`src/rtl/s3if_pkg.sv`:
```
// Shared types and constants of the 3x3 sliding-window image filter.
// Used by the top level, the filter kernel and the port checker.
package s3if_pkg;

	localparam int DEF_MAX_WIDTH  = 1024;
	localparam int DEF_MAX_HEIGHT = 4095;

	localparam int PIX_W   = 8;
	localparam int CFG_DW  = 12;
	localparam int CFG_IW  = 2;
	localparam int ROW_W   = 12;
	localparam int COL_W   = 10;
	localparam int IMGW_W  = 11;
	localparam int IMGH_W  = 12;

	localparam logic [IMGW_W-1:0] WIDTH_RST  = 11'd512;
	localparam logic [IMGH_W-1:0] HEIGHT_RST = 12'd512;

	// floor(S*0.11111) == (S*BOX_RECIP) >> BOX_SHIFT for every window sum
	localparam int BOX_RECIP  = 29127;
	localparam int BOX_SHIFT  = 18;
	// floor(x/3) for x below 1024
	localparam int DIV3_RECIP = 683;
	localparam int DIV3_SHIFT = 11;

	typedef logic [PIX_W-1:0] pix_t;

	typedef enum logic [CFG_IW-1:0] {
		REG_WIDTH  = 2'd0,
		REG_HEIGHT = 2'd1,
		REG_MODE   = 2'd2
	} reg_idx_t;

	typedef enum logic [2:0] {
		MODE_BOX      = 3'd0,
		MODE_GAUSS    = 3'd1,
		MODE_PREWITTX = 3'd2,
		MODE_PREWITTY = 3'd3,
		MODE_SOBELX   = 3'd4,
		MODE_SOBELY   = 3'd5,
		MODE_LAPLACE  = 3'd6,
		MODE_SHARPEN  = 3'd7
	} mode_t;

endpackage

```
`src/rtl/s3if_kernel.sv`:
```
// 3x3 filter arithmetic: window in, filtered byte out, pure combinational.
// Depends on s3if_pkg.
module s3if_kernel import s3if_pkg::*; (
	input  mode_t mode,
	input  pix_t  win [9],
	output pix_t  result
);

	logic        [9:0]  col_l, col_r, row_t, row_b;
	logic        [9:0]  wl, wr, wt, wb;
	logic        [11:0] sum_all, gauss_sum, c9, c10;
	logic signed [11:0] dpx, dpy, dsx, dsy;
	logic signed [12:0] lap_v, shp_v;
	logic        [9:0]  a3;
	logic        [19:0] q3;
	logic        [25:0] qb;
	logic        [11:0] a_sx, a_sy, a_lap;

	function automatic logic [11:0] abs_val(input logic signed [12:0] v);
		return v[12] ? 12'(-v) : 12'(v);
	endfunction

	always_comb begin
		col_l = 10'(win[0]) + 10'(win[3]) + 10'(win[6]);
		col_r = 10'(win[2]) + 10'(win[5]) + 10'(win[8]);
		row_t = 10'(win[0]) + 10'(win[1]) + 10'(win[2]);
		row_b = 10'(win[6]) + 10'(win[7]) + 10'(win[8]);
		wl    = 10'(win[0]) + {1'b0, win[3], 1'b0} + 10'(win[6]);
		wr    = 10'(win[2]) + {1'b0, win[5], 1'b0} + 10'(win[8]);
		wt    = 10'(win[0]) + {1'b0, win[1], 1'b0} + 10'(win[2]);
		wb    = 10'(win[6]) + {1'b0, win[7], 1'b0} + 10'(win[8]);

		sum_all   = 12'(col_l) + 12'(col_r) + 12'(win[1]) + 12'(win[4]) + 12'(win[7]);
		gauss_sum = 12'(win[0]) + 12'(win[2]) + 12'(win[6]) + 12'(win[8])
			+ {3'b0, win[1], 1'b0} + {3'b0, win[3], 1'b0}
			+ {3'b0, win[5], 1'b0} + {3'b0, win[7], 1'b0}
			+ {2'b0, win[4], 2'b0};

		c9  = {1'b0, win[4], 3'b000} + 12'(win[4]);
		c10 = c9 + 12'(win[4]);

		dpx   = $signed({2'b0, col_r}) - $signed({2'b0, col_l});
		dpy   = $signed({2'b0, row_b}) - $signed({2'b0, row_t});
		dsx   = $signed({2'b0, wr}) - $signed({2'b0, wl});
		dsy   = $signed({2'b0, wb}) - $signed({2'b0, wt});
		lap_v = $signed({1'b0, c9}) - $signed({1'b0, sum_all});
		shp_v = $signed({1'b0, c10}) - $signed({1'b0, sum_all});

		a3    = (mode == MODE_PREWITTY) ? 10'(abs_val(13'(dpy))) : 10'(abs_val(13'(dpx)));
		q3    = 20'(a3) * 20'(DIV3_RECIP);
		qb    = 26'(sum_all) * 26'(BOX_RECIP);
		a_sx  = abs_val(13'(dsx));
		a_sy  = abs_val(13'(dsy));
		a_lap = abs_val(lap_v);

		case (mode)
			MODE_BOX:      result = 8'(qb >> BOX_SHIFT);
			MODE_GAUSS:    result = gauss_sum[11:4];
			MODE_PREWITTX: result = 8'(q3 >> DIV3_SHIFT);
			MODE_PREWITTY: result = 8'(q3 >> DIV3_SHIFT);
			MODE_SOBELX:   result = 8'(a_sx >> 2);
			MODE_SOBELY:   result = 8'(a_sy >> 2);
			MODE_LAPLACE:  result = 8'(a_lap >> 3);
			MODE_SHARPEN: begin
				if (shp_v[12])
					result = 8'd0;
				else if (shp_v > 13'sd255)
					result = 8'd255;
				else
					result = shp_v[7:0];
			end
			default:       result = 8'd0;
		endcase
	end

endmodule

```
`config.mk`:
```
export PLATFORM = sky130hd
export DESIGN_NAME = s3if_kernel
export DESIGN_NICKNAME = d
export VERILOG_FILES = /design/src/rtl/s3if_pkg.sv /design/src/rtl/s3if_kernel.sv
export SDC_FILE = /design/constraint.sdc
export NUM_CORES = 1
export LEC_CHECK = 0
export BUFFER_PORTS_ARGS = -buffer_cell sky130_fd_sc_hd__buf_2
export CAP_MARGIN = 10
export CORE_MARGIN = 2
export CORE_UTILIZATION = 70
export DETAILED_ROUTE_END_ITERATION = 8
export GPL_TIMING_DRIVEN = 0
export PLACE_DENSITY = 0.92
export SYNTH_ARGS = -nofsm -noshare
export SYNTH_HDL_FRONTEND = slang
export SYNTH_SLANG_ARGS = --single-unit
export TNS_END_PERCENT = 100
```
`constraint.sdc`:
```
create_clock -name vclk -period 16.7
set_clock_uncertainty 0.05 [all_clocks]
set_input_delay 0 -clock vclk [all_inputs]
set_output_delay 0 -clock vclk [all_outputs]
set_load 0.005 [all_outputs]
```
Yosys cells after proc, flatten, opt, wreduce, memory -nomap -nowiden
Cells that the tools add are included.
{ "op_classes": {"add_sub_neg": 41, "multipliers": 2, "magnitude_cmp": 1, "eq_ne": 7, "muxes": 9, "n_reduce_logical": 2} }
{ "ops": {"columns": ["cell", "n"], "rows": [
  ["$pmux 8 s7", 1],
  ["$add 9x8->10", 5],
  ["$mux 10", 5],
  ["$add 8x8->9", 5],
  ["$sub 10x10->11", 4],
  ["$add 10x8->10", 4],
  ["$add 8x9->10", 4],
  ["$neg 10->10", 4],
  ["$add 12x8->12", 3],
  ["$add 12x9->12", 3],
  ["$mul 12x15->26 const B", 1],
  ["$sub 12x12->13", 2],
  ["$add 11x8->12", 2],
  ["$mul 10x10->19 const B", 1],
  ["$mux 8", 2],
  ["$gt 13x9->1 const B", 1],
  ["$add 11x9->12", 1],
  ["$add 12x10->12", 1],
  ["$eq 3x3->1 const B", 4],
  ["$add 10x10->11", 1],
  ["$add 10x8->11", 1],
  ["$mux 11", 1],
  ["$neg 11->11", 1],
  ["$eq 3x2->1 const B", 2],
  ["3 further kinds", 3]
]} }
{ "totals": {"register_bits": 0, "in_bits": 75, "output_inout_bits": 8, "word_cells": 62} }

Logic depth before layout (Yosys ltp)
Gate-level depths: netlist (run 1).
{ "logic_depth": {"word_depth": 11, "ltp_mapped": 44, "depth_no_buf": 44} }

Worst setup path after synthesis (run 1)
No wires, ideal clock.
{ "synth_path": {"path_kind": "input-to-output", "start": "input port win[65] (netlist bit)", "end": "output port result[7]", "arrival_time_ns": 8.973, "slack_ns": 7.677, "cell_stages": 39, "cell_sequence": "inv_1 > fa_1 > inv_1 > ha_1 > inv_1 > fa_1 > inv_1 > fa_1 > fa_1 > ha_1 > a21o_1 > a21oi_1 > o21bai_1 > a21oi_1 > o21bai_1 > a21oi_1 > o21bai_1 > a21oi_1 > [... 3 more ...] > inv_1 > fa_1 > fa_1 > fa_1 > inv_1 > fa_1 > inv_1 > ha_1 > and4_1 > nand4_1 > or3_1 > o22a_1 > a31oi_1 > o41a_1 > a211oi_1 > mux2i_1 > a2111o_1 > nand4bb_1"} }
{ "synth_between": {"elab_chain_cells": 11} }
{ "synth_lines": {"columns": ["item", "line_no", "rtl"], "rows": [
  ["from (decl)", "s3if_kernel.sv:5", "input pix_t win [9],"],
  ["$add 8x8->9", "s3if_kernel.sv:24", "col_l = 10'(win[0]) + 10'(win[3]) + 10'(win[6]);"],
  ["$add 9x8->10", "s3if_kernel.sv:24", null],
  ["$add 10x10->11", "s3if_kernel.sv:33", "sum_all = 12'(col_l) + 12'(col_r) + 12'(win[1]) + 12'(win[4]) + 12'(win[7]);"],
  ["$add 11x8->12", "s3if_kernel.sv:33", null],
  ["$add 12x8->12 (2 in series)", "s3if_kernel.sv:33", null],
  ["$sub 12x12->13", "s3if_kernel.sv:47", "shp_v = $signed({1'b0, c10}) - $signed({1'b0, sum_all});"],
  ["$gt 13x9->1", "s3if_kernel.sv:67", "else if (shp_v > 13'sd255)"],
  ["$mux 8", "s3if_kernel.sv:67", null],
  ["$mux 8", "s3if_kernel.sv:65", "if (shp_v[12])"],
  ["$pmux 8 s7 *", "s3if_kernel.sv:56", "case (mode)"],
  ["to (decl)", "s3if_kernel.sv:6", "output pix_t result"]
]} }
Every way passes the cells marked *; elsewhere a longest branch is shown, timed or not.

Final worst setup path (run 1)
{ "layout_path": {"start": "input port win[65] (netlist bit)", "end": "output port result[5]"} }
Same word-level chain as after synthesis.

==> impl_metrics.ini, run 1 <==
[outcome]
status = complete, but fails checks
violations = design-rule violations

[cts]
ctsResizeCount = 0
cts_setup_buffers = 0
hold_buffers = 0

[drt]
wl_per_cell_um = 20.6
avgViaCountPerCell = 6.30
detail-route-antenna-nets = 0
drt_first_iter_violations = 823
via_count = 11800
drc = 1
firstDrtPassIters = 7
routed_wl_um = 38400

[final_layout]
final_common_cell = inv_1
n_fill_cell = 1275
layout_common_cells = inv_1, ha_1, fa_1
final_util_pct = 75.3
clock_buffers = 0
syn2layout_area_growth_pct = 5.37
final_area_um2 = 14700
ff_latch_area_um2 = 0
fin_nets = 2171
seq_cell_count = 0
drive_gt1_share_pct = 6.94
diodes = 0

[grt]
grt_max_degree = 11
track_usage_pct = 37.1
antenna_found_initial = 0
grt_overflow = 0
grt_pass1_vias = 12700
grt_pass1_wl_um = 61800

[synthesis]
syn_area_per_cell_um2 = 9.17
yosys.area.top_type = fa_1
postSynthNetCount = 2086
synth_top_cell_area_share_pct = 35.1
ys_seq_area_share_pct = 0
synth.distinct_cells = 76
synth_area_um2 = 13900
synth.area.top_cells = fa_1, ha_1, inv_1, xnor2_1, a21oi_1
yosysWarnings = 0
syn_inst = 1517

[placed_design]
hpwl_um = 34600
gp_congestion = 0.997
pre_cts_ws_ps = 5640
post_dp_cell_area_um2 = 14700
port_buffers = 83

[timing]
worst_slack_ps = 5490
period_needed_ps = 11210
max_freq_mhz = 89.2
setup_tns_ps = 0
rsz0062_at_grt = no
period_share_pct = 67.1
hold_viol = 0
slew_headroom_pct = 16.8
slew_violations = 0
setup_violations = 0
tightest_slew_ps = 1240

[critical_path]
cp.arrival_ps = 11160
critPathKind = primary input to primary output
critPathCaptureType = primary output
crit_path_top_delay_cell = fa_1
cp.required_ps = 16650
crit_top_cell = fa_1
max_stage_delay_ps = 550
start_kind = primary input
cp_max_fo = 5

[die]
die_x_um = 145
start_util_pct = 71.5
die-area_um2 = 21000
rows = 51
core_area_um2 = 19500
ioPinCount = 83
die_h_um = 145

[hold_path]
timing.hold.worst.class = primary input to primary output

[run]
cap_violations = 0
[layer usage]
metal	GRT usage [%]	vias up	routed length (um)
met2	65.7	597	18800
li1	-	5274	-
met1	42.4	5696	13800
met3	5.28	186	2840
met5	0	-	0
met4	22.9	0	2880
[cells in the mapped netlist, types with 8 or more instances]
master	number
a31oi_1	10
o21a_1	25
xnor2_1	75
nor3_1	21
inv_1	294
xor2_1	46
nand2_1	56
nor2b_1	16
fa_1	244
clkbuf_1	11
a21oi_1	86
and2_1	10
nand2b_1	15
a211oi_1	11
o21bai_1	21
nand3_1	12
ha_1	250
o211ai_1	15
or3_1	11
o21ai_0	57
a21o_1	34
a221oi_1	8
nor2_1	69
[worst paths after layout]
path	startpoint	depth (start not counted)	slack, ps	to
min	mode[1]	4	590	result[1]
max	win[65]	41	5490	result[5]
[layout make-up]
cell class	count	area (um^2)	share of cell area (%)
Inverter	295	1110	7.57
Timing Repair Buffer	83	415	2.83
Buffer	11	41.3	0.282
Tap cell	265	332	2.26
Multi-Input combinational cell	1211	12800	87.1
[worst max-delay path, delay by kind of cell]
family	cells	cell delay, ps
adder cells (fa/ha/maj)	12	5580
AO/OA/AOI/OAI	12	2940
AND/OR/NAND/NOR	6	1190
buffers and inverters	9	980
XOR/XNOR	2	460
[through the flow]
| step | instances | hold slack [ps] |
|---|---|---|
| 2_1_floorplan | 1517 | 136 |
| 3_3_place_gp | 1865 | 586 |
| 3_5_place_dp | 1865 | 578 |
| 4_1_cts | 1865 | 582 |
| 5_1_grt | 1865 | 578 |
| 6_report | 1865 | 586 |
[cell families (layout without fill, tap and decap cells)]
family                   Yosys count  in the layout  synth area share (%)
adder cells (fa/ha/maj)          495            495                  57.7
AO/OA/AOI/OAI                    327            327                  16.1
buffers and inverters            306            389                  8.27
AND/OR/NAND/NOR                  258            258                  9.50
XOR/XNOR                         122            122                  7.74
multiplexers                       9              9                 0.675
Power of run 1 is left out: the tool's default activity adds up to more than one toggle a clock period on the data nets, which glitch-free logic cannot reach.
==> inputs of run 2 (changes only) <==
Settings changed: CORE_UTILIZATION 70 to 59, PLACE_DENSITY 0.92 to 0.83.
Clock period 16.7 ns to 9.2 ns, I/O delays scaled along.
==> impl_metrics.ini, run 2 (synthesis results as in run 1) <==
[die]
core_area_um2 = 23300
die_h_um = 158
die_x_um = 158
rows = 56
start_util_pct = 59.6
die-area_um2 = 24800
ioPinCount = 83

[hold_path]
min-delay-start = mode[1]
timing.hold.worst.class = primary input to primary output

[critical_path]
cp_max_fo = 4
max_stage_delay_ps = 550
crit_top_cell = fa_1
critPathKind = primary input to primary output
crit_path_top_delay_cell = fa_2
critPathLaunch = win[19]
critPathCaptureType = primary output
cp.arrival_ps = 9510
crit_buf_inv = 9
crit_family = adder cells
cp.required_ps = 9150
start_kind = primary input

[grt]
grt_overflow = 0
grt_pass1_wl_um = 62000
track_usage_pct = 32.2
grt_max_degree = 11
grt_pass1_vias = 12400
antenna_found_initial = 3

[final_layout]
drive_gt1_share_pct = 14.1
final_common_cell = inv_1
ff_latch_area_um2 = 0
fin_nets = 2208
layout_common_cells = inv_1, ha_1, fa_1
seq_cell_count = 0
clock_buffers = 0
fin_cells = 1958
syn2layout_area_growth_pct = 12.0
final_util_pct = 66.8

[placed_design]
placed_cells_incl_taps = 1919
hpwl_um = 33800
port_buffers = 83
gp_congestion = 0.982

[timing]
period_needed_ps = 9560
period_share_pct = 104
hold-worst-slack_ps = 553
max_freq_mhz = 105
setup_tns_ps = -964
hold_viol = 0
rsz0062_at_grt = yes
setup_violations = 6
worst_slack_ps = -359
tightest_slew_ps = 882
slew_violations = 0
slew_headroom_pct = 40.8

[drt]
firstDrtPassIters = 5
drc = 0
avgViaCountPerCell = 5.92
detail-route-antenna-nets = 0
routed_wl_um = 38800
wl_per_cell_um = 19.8
drt_first_iter_violations = 785
via_count = 11600

[outcome]
violations = negative setup slack
status = complete, but fails checks

[cts]
hold_buffers = 0

[run]
cap_violations = 0
## run 2: area by class of cell
cell class | instances | area (um^2)
Antenna cell | 2 | 5.00
Multi-Input combinational cell | 1211 | 13300
Timing Repair Buffer | 120 | 744
Fill cell | 1797 | 7750
Tap cell | 319 | 399
Buffer | 11 | 41.3
Inverter | 295 | 1120
## run 2: worst paths after layout
check / to / slack, ps / cells after the start
max: result[7] / -360 / 40
min: result[1] / 550 / 4
## run 2: metal layers
metal | up-vias | GRT usage [%] | routed length, um | share of wire [%]
met5 | - | 0 | 0 | 0
met1 | 5724 | 38.8 | 15000 | 39
met3 | 120 | 5.81 | 2710 | 7.0
li1 | 5343 | - | - | -
met4 | 0 | 14.3 | 1920 | 4.9
met2 | 414 | 56.3 | 19200 | 49
## run 2: repair_timing
action | in CTS | in global routing
resized for setup | 67 | 49
endpoints found under the setup margin | 8 | 8
buffers inserted | 24 | 14
pin swaps | 48 | 60
hold endpoints to repair | 0 | 0
## run 2: per-stage QoR
stage / instance area, um^2 / worst slack (ps)
after floorplan: 13900 / 177
after detailed placement: 14700 / -1360
after CTS: 15200 / -459
final: 15600 / -359
after global routing: 15600 / -621
after global placement: 14700 / -1310
Power of run 2 is left out for the same reason.
